<file path="config.mk">
export PLATFORM = sky130hd
export DESIGN_NAME = gls_walker
export DESIGN_NICKNAME = d
export VERILOG_FILES = /design/src/rtl/gls_pkg.sv /design/src/rtl/gls_walker.sv
export SDC_FILE = /design/constraint.sdc
export NUM_CORES = 2
export LEC_CHECK = 0
export ABC_CLOCK_PERIOD_IN_PS = 10400
export BUFFER_PORTS_ARGS = -buffer_cell sky130_fd_sc_hd__buf_2
export CORE_ASPECT_RATIO = 0.7
export CORE_UTILIZATION = 60
export CTS_CLUSTER_DIAMETER = 150
export CTS_CLUSTER_SIZE = 14
export DETAILED_ROUTE_END_ITERATION = 7
export PLACE_DENSITY = 0.85
export SYNTH_ARGS = -nofsm -noshare
export SYNTH_HDL_FRONTEND = slang
export SYNTH_SLANG_ARGS = --single-unit
</file>
<file path="constraint.sdc">
create_clock -name clk -period 10.4 [get_ports clk]
set_input_delay 2.08 -clock clk [delete_from_list [all_inputs] [get_ports clk]]
set_output_delay 2.08 -clock clk [all_outputs]
set_load 0.005 [all_outputs]
</file>
<file path="src/rtl/gls_pkg.sv">
// Shared types and constants for the grid line-of-sight block.
// No dependencies; imported by gls_walker, grid_line_of_sight_top and the testbench.
package gls_pkg;

    localparam int CRD_W      = 14;
    localparam int CELL_IN_W  = 6;
    localparam int COUNT_W    = 7;

    localparam int DEF_GRID_WIDTH  = 64;
    localparam int DEF_GRID_HEIGHT = 64;
    localparam int DEF_FRAC_BITS   = 8;

    localparam logic [COUNT_W-1:0] COUNT_MAX = 7'd127;

    localparam logic OP_WRITE = 1'b0;
    localparam logic OP_QUERY = 1'b1;

    typedef enum logic [2:0] {
        ST_CLEAR,
        ST_IDLE,
        ST_PREP,
        ST_MUL,
        ST_INIT,
        ST_WALK,
        ST_DONE
    } state_t;

    typedef enum logic [1:0] {
        CRN_NONE,
        CRN_SIDE_X,
        CRN_SIDE_Y
    } corner_t;

    typedef struct packed {
        logic load;
        logic init;
        logic step;
    } walk_ctl_t;

    typedef struct packed {
        logic more;
        logic in_grid;
    } walk_sts_t;

    function automatic int cell_width(input int frac);
        return (frac < CRD_W) ? (CRD_W - frac) : 1;
    endfunction

endpackage

</file>
<file path="src/rtl/gls_walker.sv">
// Segment setup and exact cell traversal; emits one map address per step.
// Depends on gls_pkg.
module gls_walker #(
    parameter int GRID_WIDTH  = gls_pkg::DEF_GRID_WIDTH,
    parameter int GRID_HEIGHT = gls_pkg::DEF_GRID_HEIGHT,
    parameter int FRAC_BITS   = gls_pkg::DEF_FRAC_BITS
) (
    input  logic                                           clk,
    input  logic                                           rst_n,
    input  gls_pkg::walk_ctl_t                             ctl,
    input  logic [gls_pkg::CRD_W-1:0]                      start_x,
    input  logic [gls_pkg::CRD_W-1:0]                      start_y,
    input  logic [gls_pkg::CRD_W-1:0]                      end_x,
    input  logic [gls_pkg::CRD_W-1:0]                      end_y,
    output gls_pkg::walk_sts_t                             sts,
    output logic [$clog2(GRID_WIDTH)+$clog2(GRID_HEIGHT)-1:0] addr
);

    import gls_pkg::*;

    localparam int CW  = cell_width(FRAC_BITS);
    localparam int XAW = $clog2(GRID_WIDTH);
    localparam int YAW = $clog2(GRID_HEIGHT);
    localparam int BXW = ((FRAC_BITS > CRD_W) ? FRAC_BITS : CRD_W) + 1;
    localparam int TW  = BXW + CRD_W;
    localparam int SQW = 2 * CRD_W;
    localparam int LW  = SQW + 1;
    localparam logic [63:0] SHORT_LIM = (64'd1 << (2 * FRAC_BITS)) / 64'd10000;

    // captured end points
    logic [CRD_W-1:0] x0_reg, y0_reg, x1_reg, y1_reg;

    // setup stage A
    logic             negx_reg, negy_reg;
    logic [CRD_W-1:0] adx_reg, ady_reg;
    logic [CW-1:0]    c0x_reg, c0y_reg, ex_reg, ey_reg, rx0_reg, ry0_reg;
    logic [BXW-1:0]   bx_reg, by_reg;

    logic             negx_next, negy_next;
    logic [CRD_W-1:0] adx_next, ady_next;
    logic [CW-1:0]    c0x_next, c0y_next, ex_next, ey_next, rx0_next, ry0_next;
    logic [BXW-1:0]   bx_next, by_next;

    // setup stage B
    logic [SQW-1:0]   sqx_reg, sqy_reg;
    logic [TW-1:0]    tx0_reg, ty0_reg;

    // traversal cursor
    logic [CW-1:0]    cx_reg, cy_reg, rx_reg, ry_reg;
    logic [TW-1:0]    tx_reg, ty_reg;
    corner_t          phase_reg;
    logic             first_reg;

    logic [CW-1:0]    cx_next, cy_next, rx_next, ry_next;
    logic [TW-1:0]    tx_next, ty_next;
    corner_t          phase_next;
    logic             first_next;

    logic [LW-1:0]    len2;
    logic             short_seg;
    logic [TW-1:0]    incx, incy;
    logic [CW-1:0]    sx, sy, emit_x, emit_y;
    logic             go_x, go_y;

    always_ff @(posedge clk)
    begin
        if (ctl.load)
        begin
            x0_reg <= start_x;
            y0_reg <= start_y;
            x1_reg <= end_x;
            y1_reg <= end_y;
        end
    end

    always_comb
    begin
        negx_next = (x1_reg < x0_reg);
        negy_next = (y1_reg < y0_reg);
        adx_next  = negx_next ? (x0_reg - x1_reg) : (x1_reg - x0_reg);
        ady_next  = negy_next ? (y0_reg - y1_reg) : (y1_reg - y0_reg);
        c0x_next  = CW'(x0_reg >> FRAC_BITS);
        c0y_next  = CW'(y0_reg >> FRAC_BITS);
        ex_next   = CW'(x1_reg >> FRAC_BITS);
        ey_next   = CW'(y1_reg >> FRAC_BITS);
        rx0_next  = (ex_next >= c0x_next) ? (ex_next - c0x_next) : (c0x_next - ex_next);
        ry0_next  = (ey_next >= c0y_next) ? (ey_next - c0y_next) : (c0y_next - ey_next);
        bx_next   = negx_next ? (BXW'(x0_reg) - (BXW'(c0x_next) << FRAC_BITS))
                              : (((BXW'(c0x_next) + BXW'(1)) << FRAC_BITS) - BXW'(x0_reg));
        by_next   = negy_next ? (BXW'(y0_reg) - (BXW'(c0y_next) << FRAC_BITS))
                              : (((BXW'(c0y_next) + BXW'(1)) << FRAC_BITS) - BXW'(y0_reg));
    end

    always_ff @(posedge clk)
    begin
        negx_reg <= negx_next;
        negy_reg <= negy_next;
        adx_reg  <= adx_next;
        ady_reg  <= ady_next;
        c0x_reg  <= c0x_next;
        c0y_reg  <= c0y_next;
        ex_reg   <= ex_next;
        ey_reg   <= ey_next;
        rx0_reg  <= rx0_next;
        ry0_reg  <= ry0_next;
        bx_reg   <= bx_next;
        by_reg   <= by_next;
        sqx_reg  <= SQW'(adx_reg) * SQW'(adx_reg);
        sqy_reg  <= SQW'(ady_reg) * SQW'(ady_reg);
        tx0_reg  <= TW'(bx_reg) * TW'(ady_reg);
        ty0_reg  <= TW'(by_reg) * TW'(adx_reg);
    end

    assign len2      = LW'(sqx_reg) + LW'(sqy_reg);
    assign short_seg = (64'(len2) <= SHORT_LIM);
    assign incx      = TW'(ady_reg) << FRAC_BITS;
    assign incy      = TW'(adx_reg) << FRAC_BITS;
    assign sx        = negx_reg ? (cx_reg - CW'(1)) : (cx_reg + CW'(1));
    assign sy        = negy_reg ? (cy_reg - CW'(1)) : (cy_reg + CW'(1));
    assign go_x      = (ry_reg == '0) || ((rx_reg != '0) && (tx_reg < ty_reg));
    assign go_y      = (rx_reg == '0) || ((ry_reg != '0) && (tx_reg > ty_reg));

    always_comb
    begin
        cx_next    = cx_reg;
        cy_next    = cy_reg;
        rx_next    = rx_reg;
        ry_next    = ry_reg;
        tx_next    = tx_reg;
        ty_next    = ty_reg;
        phase_next = phase_reg;
        first_next = first_reg;
        emit_x     = cx_reg;
        emit_y     = cy_reg;
        if (first_reg)
        begin
            first_next = ctl.step ? 1'b0 : 1'b1;
        end
        else
        begin
            case (phase_reg)
                CRN_NONE:
                begin
                    if (go_x)
                    begin
                        emit_x  = sx;
                        cx_next = sx;
                        rx_next = rx_reg - CW'(1);
                        tx_next = tx_reg + incx;
                    end
                    else if (go_y)
                    begin
                        emit_y  = sy;
                        cy_next = sy;
                        ry_next = ry_reg - CW'(1);
                        ty_next = ty_reg + incy;
                    end
                    else
                    begin
                        emit_x     = sx;
                        phase_next = CRN_SIDE_X;
                    end
                end
                CRN_SIDE_X:
                begin
                    emit_y     = sy;
                    phase_next = CRN_SIDE_Y;
                end
                CRN_SIDE_Y:
                begin
                    emit_x     = sx;
                    emit_y     = sy;
                    cx_next    = sx;
                    cy_next    = sy;
                    rx_next    = rx_reg - CW'(1);
                    ry_next    = ry_reg - CW'(1);
                    tx_next    = tx_reg + incx;
                    ty_next    = ty_reg + incy;
                    phase_next = CRN_NONE;
                end
                default:
                begin
                    phase_next = CRN_NONE;
                end
            endcase
        end
    end

    always_ff @(posedge clk or negedge rst_n)
    begin
        if (!rst_n)
        begin
            phase_reg <= CRN_NONE;
            first_reg <= 1'b0;
        end
        else if (ctl.init)
        begin
            phase_reg <= CRN_NONE;
            first_reg <= 1'b1;
        end
        else if (ctl.step)
        begin
            phase_reg <= phase_next;
            first_reg <= first_next;
        end
    end

    always_ff @(posedge clk)
    begin
        if (ctl.init)
        begin
            cx_reg <= short_seg ? ex_reg : c0x_reg;
            cy_reg <= short_seg ? ey_reg : c0y_reg;
            rx_reg <= short_seg ? '0 : rx0_reg;
            ry_reg <= short_seg ? '0 : ry0_reg;
            tx_reg <= tx0_reg;
            ty_reg <= ty0_reg;
        end
        else if (ctl.step)
        begin
            cx_reg <= cx_next;
            cy_reg <= cy_next;
            rx_reg <= rx_next;
            ry_reg <= ry_next;
            tx_reg <= tx_next;
            ty_reg <= ty_next;
        end
    end

    assign sts.more    = first_reg || (phase_reg != CRN_NONE) || (rx_reg != '0)
                         || (ry_reg != '0);
    assign sts.in_grid = (32'(emit_x) < 32'(GRID_WIDTH)) && (32'(emit_y) < 32'(GRID_HEIGHT));
    assign addr        = {YAW'(emit_y), XAW'(emit_x)};

endmodule

</file>
# == After elaboration in Yosys (flattened, before gate mapping) ==
# Cells that the tools add are included.
# totals
ff_bits,351
latch_bits,0
mem_bits_rw,0
mem_bits_ro,0
in_bits,61
output_inout_bits,14
word_cells,148
n_memories,0
# op_classes
addsub,23
mul,4
div_mod_pow,0
magnitude_cmp,7
n_eq_ne,7
shift,0
mux,59
bitwise_logic,0
n_reduce_logical,20
# ops
op,count
two-way mux 29 bit,9
two-way mux 6 bit,30
case mux 29 bit (2 select lines),2
case mux 6 bit (2 select lines),6
adder 29 x 22 -> 29 bit,2
multiplier 15 x 14 -> 29 bit,2
multiplier 14 x 14 -> 28 bit,2
subtractor 14 bit,4
two-way mux 15 bit,2
subtractor 14 x 14 -> 15 bit,2
subtractor 15 x 14 -> 15 bit,2
adder 28 x 28 -> 29 bit,1
> comparator 29 bit,1
<= comparator 29 x 3 -> 1 bit (second input constant),1
less-than comparator 29 bit,1
less-than comparator 14 bit,2
two-way mux 14 bit,2
subtractor 6 x 1 -> 6 bit (second input constant),4
subtractor 6 bit,4
adder 6 x 1 -> 7 bit (second input constant),2
adder 6 x 1 -> 6 bit (second input constant),2
greater-or-equal comparator 6 bit,2
logical NOT 6 bit,2
!= test 3 bit (second input constant),4
other kinds (16),29

# == Longest topological paths before layout ==
# logic_depth
ltp_word,9
depth_mapped,26
ltp_nobuf,25

# == Least setup slack after synthesis ==
# OpenSTA, ideal clock, no wires.
# synth_path
path_type,reg2reg
start,register adx_reg[5]
end,register sqx_reg[26]
setup_ns,0.072
arrival_ns,6.315
required_time_ns,10.328
setup_slack_ns,4.013
stages_incl_launch_ff,24
path_buffers,2
period_less_slack_ns,6.387
cell_sequence,dfxtp_1 > clkbuf_1 > clkbuf_1 > nand2_1 > fa_1 > fa_1 > inv_1 > fa_1 > fa_1 > fa_1 > inv_1 > fa_1 > inv_1 > ha_1 > and3_1 > a31oi_1 > o21ai_0 > a41oi_1 > o21ai_1 > o41ai_1 > o2111ai_1 > a31o_1 > a21oi_1 > xnor2_1
# synth_between
elab_chain_len,1
# synth_lines
element,line_no,text
start: declaration,gls_walker.sv:35,"logic [CRD_W-1:0] adx_reg, ady_reg;"
start signal: assignment,gls_walker.sv:98,adx_reg <= adx_next;
multiplier 14 x 14 -> 28 bit,gls_walker.sv:108,sqx_reg <= SQW'(adx_reg) * SQW'(adx_reg);
end signal: assignment,gls_walker.sv:108,
end: declaration,gls_walker.sv:45,"logic [SQW-1:0] sqx_reg, sqy_reg;"
# Every way passes these cells.
# A chain may end at the register's enable or synchronous reset.

# == Worst setup path in the final report ==
# layout_path
start,register adx_reg[7]
end,register sqx_reg[26]
# Same word-level chain as after synthesis.

==> load_flow_metrics.sql <==
INSERT INTO impl_metrics (metric_group, metric, value, unit) VALUES
('finish', 'multiInputGateArea', '30400', 'µm²'),
('grt', 'overflow', '0', ''),
('logic_synthesis', 'post_synth_inst_count', '4581', ''),
('placed_design', 'placed_area', '43600', 'µm²'),
('sta', 'worst_margin_pin_slew', '1090', 'ps'),
('floorplan', 'vertical_die_dimension', '225', 'µm'),
('routing', 'detail_route.vias_per_cell', '5.79', ''),
('finish', 'diodes', '0', ''),
('floorplan', 'io_pins', '75', ''),
('finish', 'layout.area.seq', '8340', 'µm²'),
('worst_setup_path', 'worst_path_most_repeated_cell', 'sky130_fd_sc_hd__fa_1', ''),
('placed_design', 'dp_hpwl', '76.5', 'mm'),
('worst_setup_path', 'path_cells', 'nand2_1 -> inv_1 -> fa_1 -> inv_1 -> fa_1 -> inv_1 -> fa_1 -> fa_1 -> fa_1 -> inv_1 -> fa_1 -> inv_1 -> ha_1 -> and3_1 -> a31oi_1 -> o21ai_0 -> a41oi_1 -> o21ai_1 -> o41ai_1 -> o2111ai_1 -> a31o_1 -> a21oi_1 -> xnor2_1', ''),
('logic_synthesis', 'synth-seq-cells', '347', ''),
('finish', 'area_growth', '4.62', '%'),
('sta', 'setup_violations', '0', ''),
('placed_design', 'io_buffer_count', '73', ''),
('logic_synthesis', 'yosysUniqueCellTypes', '84', ''),
('sta', 'clock_skew', '73.5', 'ps'),
('grt', 'globalRouteTotalUtil', '0.283', ''),
('clocking', 'clk_pin_slew', '90', 'ps'),
('logic_synthesis', 'yosys-top-cells-area', 'sky130_fd_sc_hd__fa_1 (26%), sky130_fd_sc_hd__ha_1 (16%), sky130_fd_sc_hd__edfxtp_1 (9.8%), sky130_fd_sc_hd__dfxtp_1 (9.7%), sky130_fd_sc_hd__inv_1 (7.2%)', ''),
('flow_run', 'maxCapViolations', '0', ''),
('worst_setup_path', 'critPathCaptureType', 'flip-flop', ''),
('worst_setup_path', 'critPathTopFamily', 'adder cells', ''),
('logic_synthesis', 'ys_dominant_reg_cell', 'sky130_fd_sc_hd__dfxtp_1', ''),
('floorplan', 'initial_utilization', '0.607', ''),
('clocking', 'cts_tree', 'built', ''),
('logic_synthesis', 'synth_top_area_cell', 'sky130_fd_sc_hd__fa_1', ''),
('sta', 'hold_slack', '415', 'ps'),
('clocking', 'numCtsBuffers', '28', ''),
('finish', 'drive_gt1_frac', '0.0389', ''),
('sta', 'maxClockFrequency', '141', 'MHz'),
('grt', 'grt_antenna_before_repair', '2', ''),
('worst_setup_path', 'critPathKind', 'flip-flop to flip-flop', ''),
('logic_synthesis', 'synthesis.yosys.warnings', '0', ''),
('clocking', 'cts_repair_resize_count', '0', ''),
('clocking', 'cts_hold_buf', '0', ''),
('floorplan', 'placementRows', '81', ''),
('finish', 'layout.nets', '5698', ''),
('sta', 'final.period_utilization', '0.681', ''),
('finish', 'layout.filler_cells', '5512', ''),
('worst_hold_path', 'timing.hold.worst.class', 'flip-flop to flip-flop', ''),
('routing', 'drt_first_pass_iters', '6', ''),
('worst_setup_path', 'cp_slowest_stage_delay', '890', 'ps'),
('grt', 'grt_pass1_vias', '32900', ''),
('logic_synthesis', 'synthesis.nets', '5722', ''),
('worst_setup_path', 'cp_data_required_time', '10910', 'ps'),
('sta', 'finalHoldViolations', '0', ''),
('sta', 'tns', '0', 'ps'),
('clocking', 'clock_insertion_delay_worst_skew', '650', 'ps'),
('logic_synthesis', 'synth.avg_cell_area', '9.27', 'µm²'),
('clocking', 'htree_levels', '1', ''),
('worst_setup_path', 'critPathLaunchType', 'flip-flop', ''),
('placed_design', 'gpl.final_weighted_congestion', '0.933', ''),
('finish', 'final_core_utilization', '0.635', ''),
('floorplan', 'core_area', '69900', 'µm²'),
('clocking', 'ctsRootBufferMaster', 'sky130_fd_sc_hd__clkbuf_16', ''),
('grt', 'grt_first_pass_wirelength', '165', 'mm'),
('routing', 'drt_first_iter_violations', '2566', ''),
('logic_synthesis', 'post_synth_instance_area', '42400', 'µm²'),
('sta', 'timing_max_transition_violations_final', '0', ''),
('status', 'run_status', 'complete, no violations', ''),
('floorplan', 'design.die.area', '71800', 'µm²'),
('logic_synthesis', 'sequential_share_of_the_synthesized_area', '0.197', ''),
('sta', 'timing.slew.headroom', '0.268', ''),
('routing', 'route.detailed.wl_per_inst', '17.9', 'µm'),
('logic_synthesis', 'synth_top_cells_by_count', 'sky130_fd_sc_hd__inv_1 (811), sky130_fd_sc_hd__fa_1 (544), sky130_fd_sc_hd__ha_1 (536)', ''),
('sta', 'post_layout_minimum_cycle_time', '7090', 'ps'),
('logic_synthesis', 'top_area_cell_type_share_of_the_netlist_area', '0.257', ''),
('worst_setup_path', 'crit_slowest_cell', 'sky130_fd_sc_hd__dfxtp_1', '');
==> layout make-up <==
cell class / instances / area share
clock buffer: 46 / 0.0173
clock inverter: 2 / 0.000789
inverter: 813 / 0.0687
multi-input combinational: 3260 / 0.686
sequential: 347 / 0.188
tap: 913 / 0.0257
timing repair buffer: 107 / 0.0140
==> layer usage <==
layer	track usage	vias up	share of wire	routed length [µm]
li1	-	14700	-	-
met1	0.393	15700	0.44	43200
met2	0.459	1169	0.45	44800
met3	0.0465	171	0.076	7480
met4	0.0816	4	0.030	2980
met5	0	-	0.00032	32
==> worst reg2reg max path, cell delays in order, from the launching register on <==
cell and delay [ps]:
sky130_fd_sc_hd__dfxtp_1 890, sky130_fd_sc_hd__nand2_1 220, sky130_fd_sc_hd__inv_1 140, sky130_fd_sc_hd__fa_1 400, sky130_fd_sc_hd__inv_1 100, sky130_fd_sc_hd__fa_1 440
sky130_fd_sc_hd__inv_1 100, sky130_fd_sc_hd__fa_1 460, sky130_fd_sc_hd__fa_1 510, sky130_fd_sc_hd__fa_1 490, sky130_fd_sc_hd__inv_1 50, sky130_fd_sc_hd__fa_1 490
sky130_fd_sc_hd__inv_1 40, sky130_fd_sc_hd__ha_1 330, sky130_fd_sc_hd__and3_1 240, sky130_fd_sc_hd__a31oi_1 160, sky130_fd_sc_hd__o21ai_0 100, sky130_fd_sc_hd__a41oi_1 310
sky130_fd_sc_hd__o21ai_1 200, sky130_fd_sc_hd__o41ai_1 530, sky130_fd_sc_hd__o2111ai_1 250, sky130_fd_sc_hd__a31o_1 250, sky130_fd_sc_hd__a21oi_1 170, sky130_fd_sc_hd__xnor2_1 140
==> worst paths after layout <==
| check | from | endpoint |
|---|---|---|
| worst max-delay path | adx_reg[7]$_DFF_P_ | sqx_reg[26]$_DFF_P_ |
| worst min-delay path | x1_reg[13]$_DFFE_PP_ | ex_reg[5]$_DFF_P_ |
| worst max register to register | adx_reg[7]$_DFF_P_ | sqx_reg[26]$_DFF_P_ |
| worst min register to register | x1_reg[13]$_DFFE_PP_ | ex_reg[5]$_DFF_P_ |
| max in group asynchronous | rst_n | phase_reg[1]$_DFFE_PN0P_ |
| min in group asynchronous | rst_n | phase_reg[0]$_DFFE_PN0P_ |
==> cell families after synthesis <==
family / share of synthesized area
fa+ha+maj: 0.415
xor+xnor: 0.0464
compound gates: 0.104
simple gates: 0.141
other cells: 0.000177
buf+inv: 0.0865
mux: 0.0106
flops: 0.197
==> cell usage in the layout (no fill, tap or decap), types with 12 or more instances in the layout <==
cell,instances
sky130_fd_sc_hd__or3_1,21
sky130_fd_sc_hd__o211ai_1,19
sky130_fd_sc_hd__xor2_1,65
sky130_fd_sc_hd__o31ai_1,21
sky130_fd_sc_hd__o21ai_0,139
sky130_fd_sc_hd__nand2_1,494
sky130_fd_sc_hd__nor4_1,12
sky130_fd_sc_hd__nor2_1,160
sky130_fd_sc_hd__buf_4,35
sky130_fd_sc_hd__and3_1,26
sky130_fd_sc_hd__nor3_1,53
sky130_fd_sc_hd__inv_1,811
sky130_fd_sc_hd__nand3_1,76
sky130_fd_sc_hd__a211oi_1,24
sky130_fd_sc_hd__and2_1,278
sky130_fd_sc_hd__edfxtp_1,138
sky130_fd_sc_hd__o21bai_1,25
sky130_fd_sc_hd__o21ai_1,22
sky130_fd_sc_hd__a21oi_1,149
sky130_fd_sc_hd__o21a_1,35
sky130_fd_sc_hd__buf_2,72
sky130_fd_sc_hd__fa_1,544
sky130_fd_sc_hd__nand2b_1,23
sky130_fd_sc_hd__clkbuf_16,28
sky130_fd_sc_hd__dfxtp_1,206
sky130_fd_sc_hd__a21o_1,79
sky130_fd_sc_hd__mux2i_1,36
sky130_fd_sc_hd__nor2b_1,38
sky130_fd_sc_hd__clkbuf_1,18
sky130_fd_sc_hd__a31oi_1,31
sky130_fd_sc_hd__xnor2_1,160
sky130_fd_sc_hd__nand4_1,18
sky130_fd_sc_hd__ha_1,536
==> stage by stage <==
stage / setup WS (ps) / cells
after CTS: 3370 / 5488
after detailed placement: 3420 / 5440
final: 3310 / 5488
after global placement: 3620 / 5440
after global routing: 2770 / 5488
after floorplan: 4010 / 4581
Power is not shown: default switching activity piles up to over one toggle a cycle in this logic, so the estimate is an artifact.
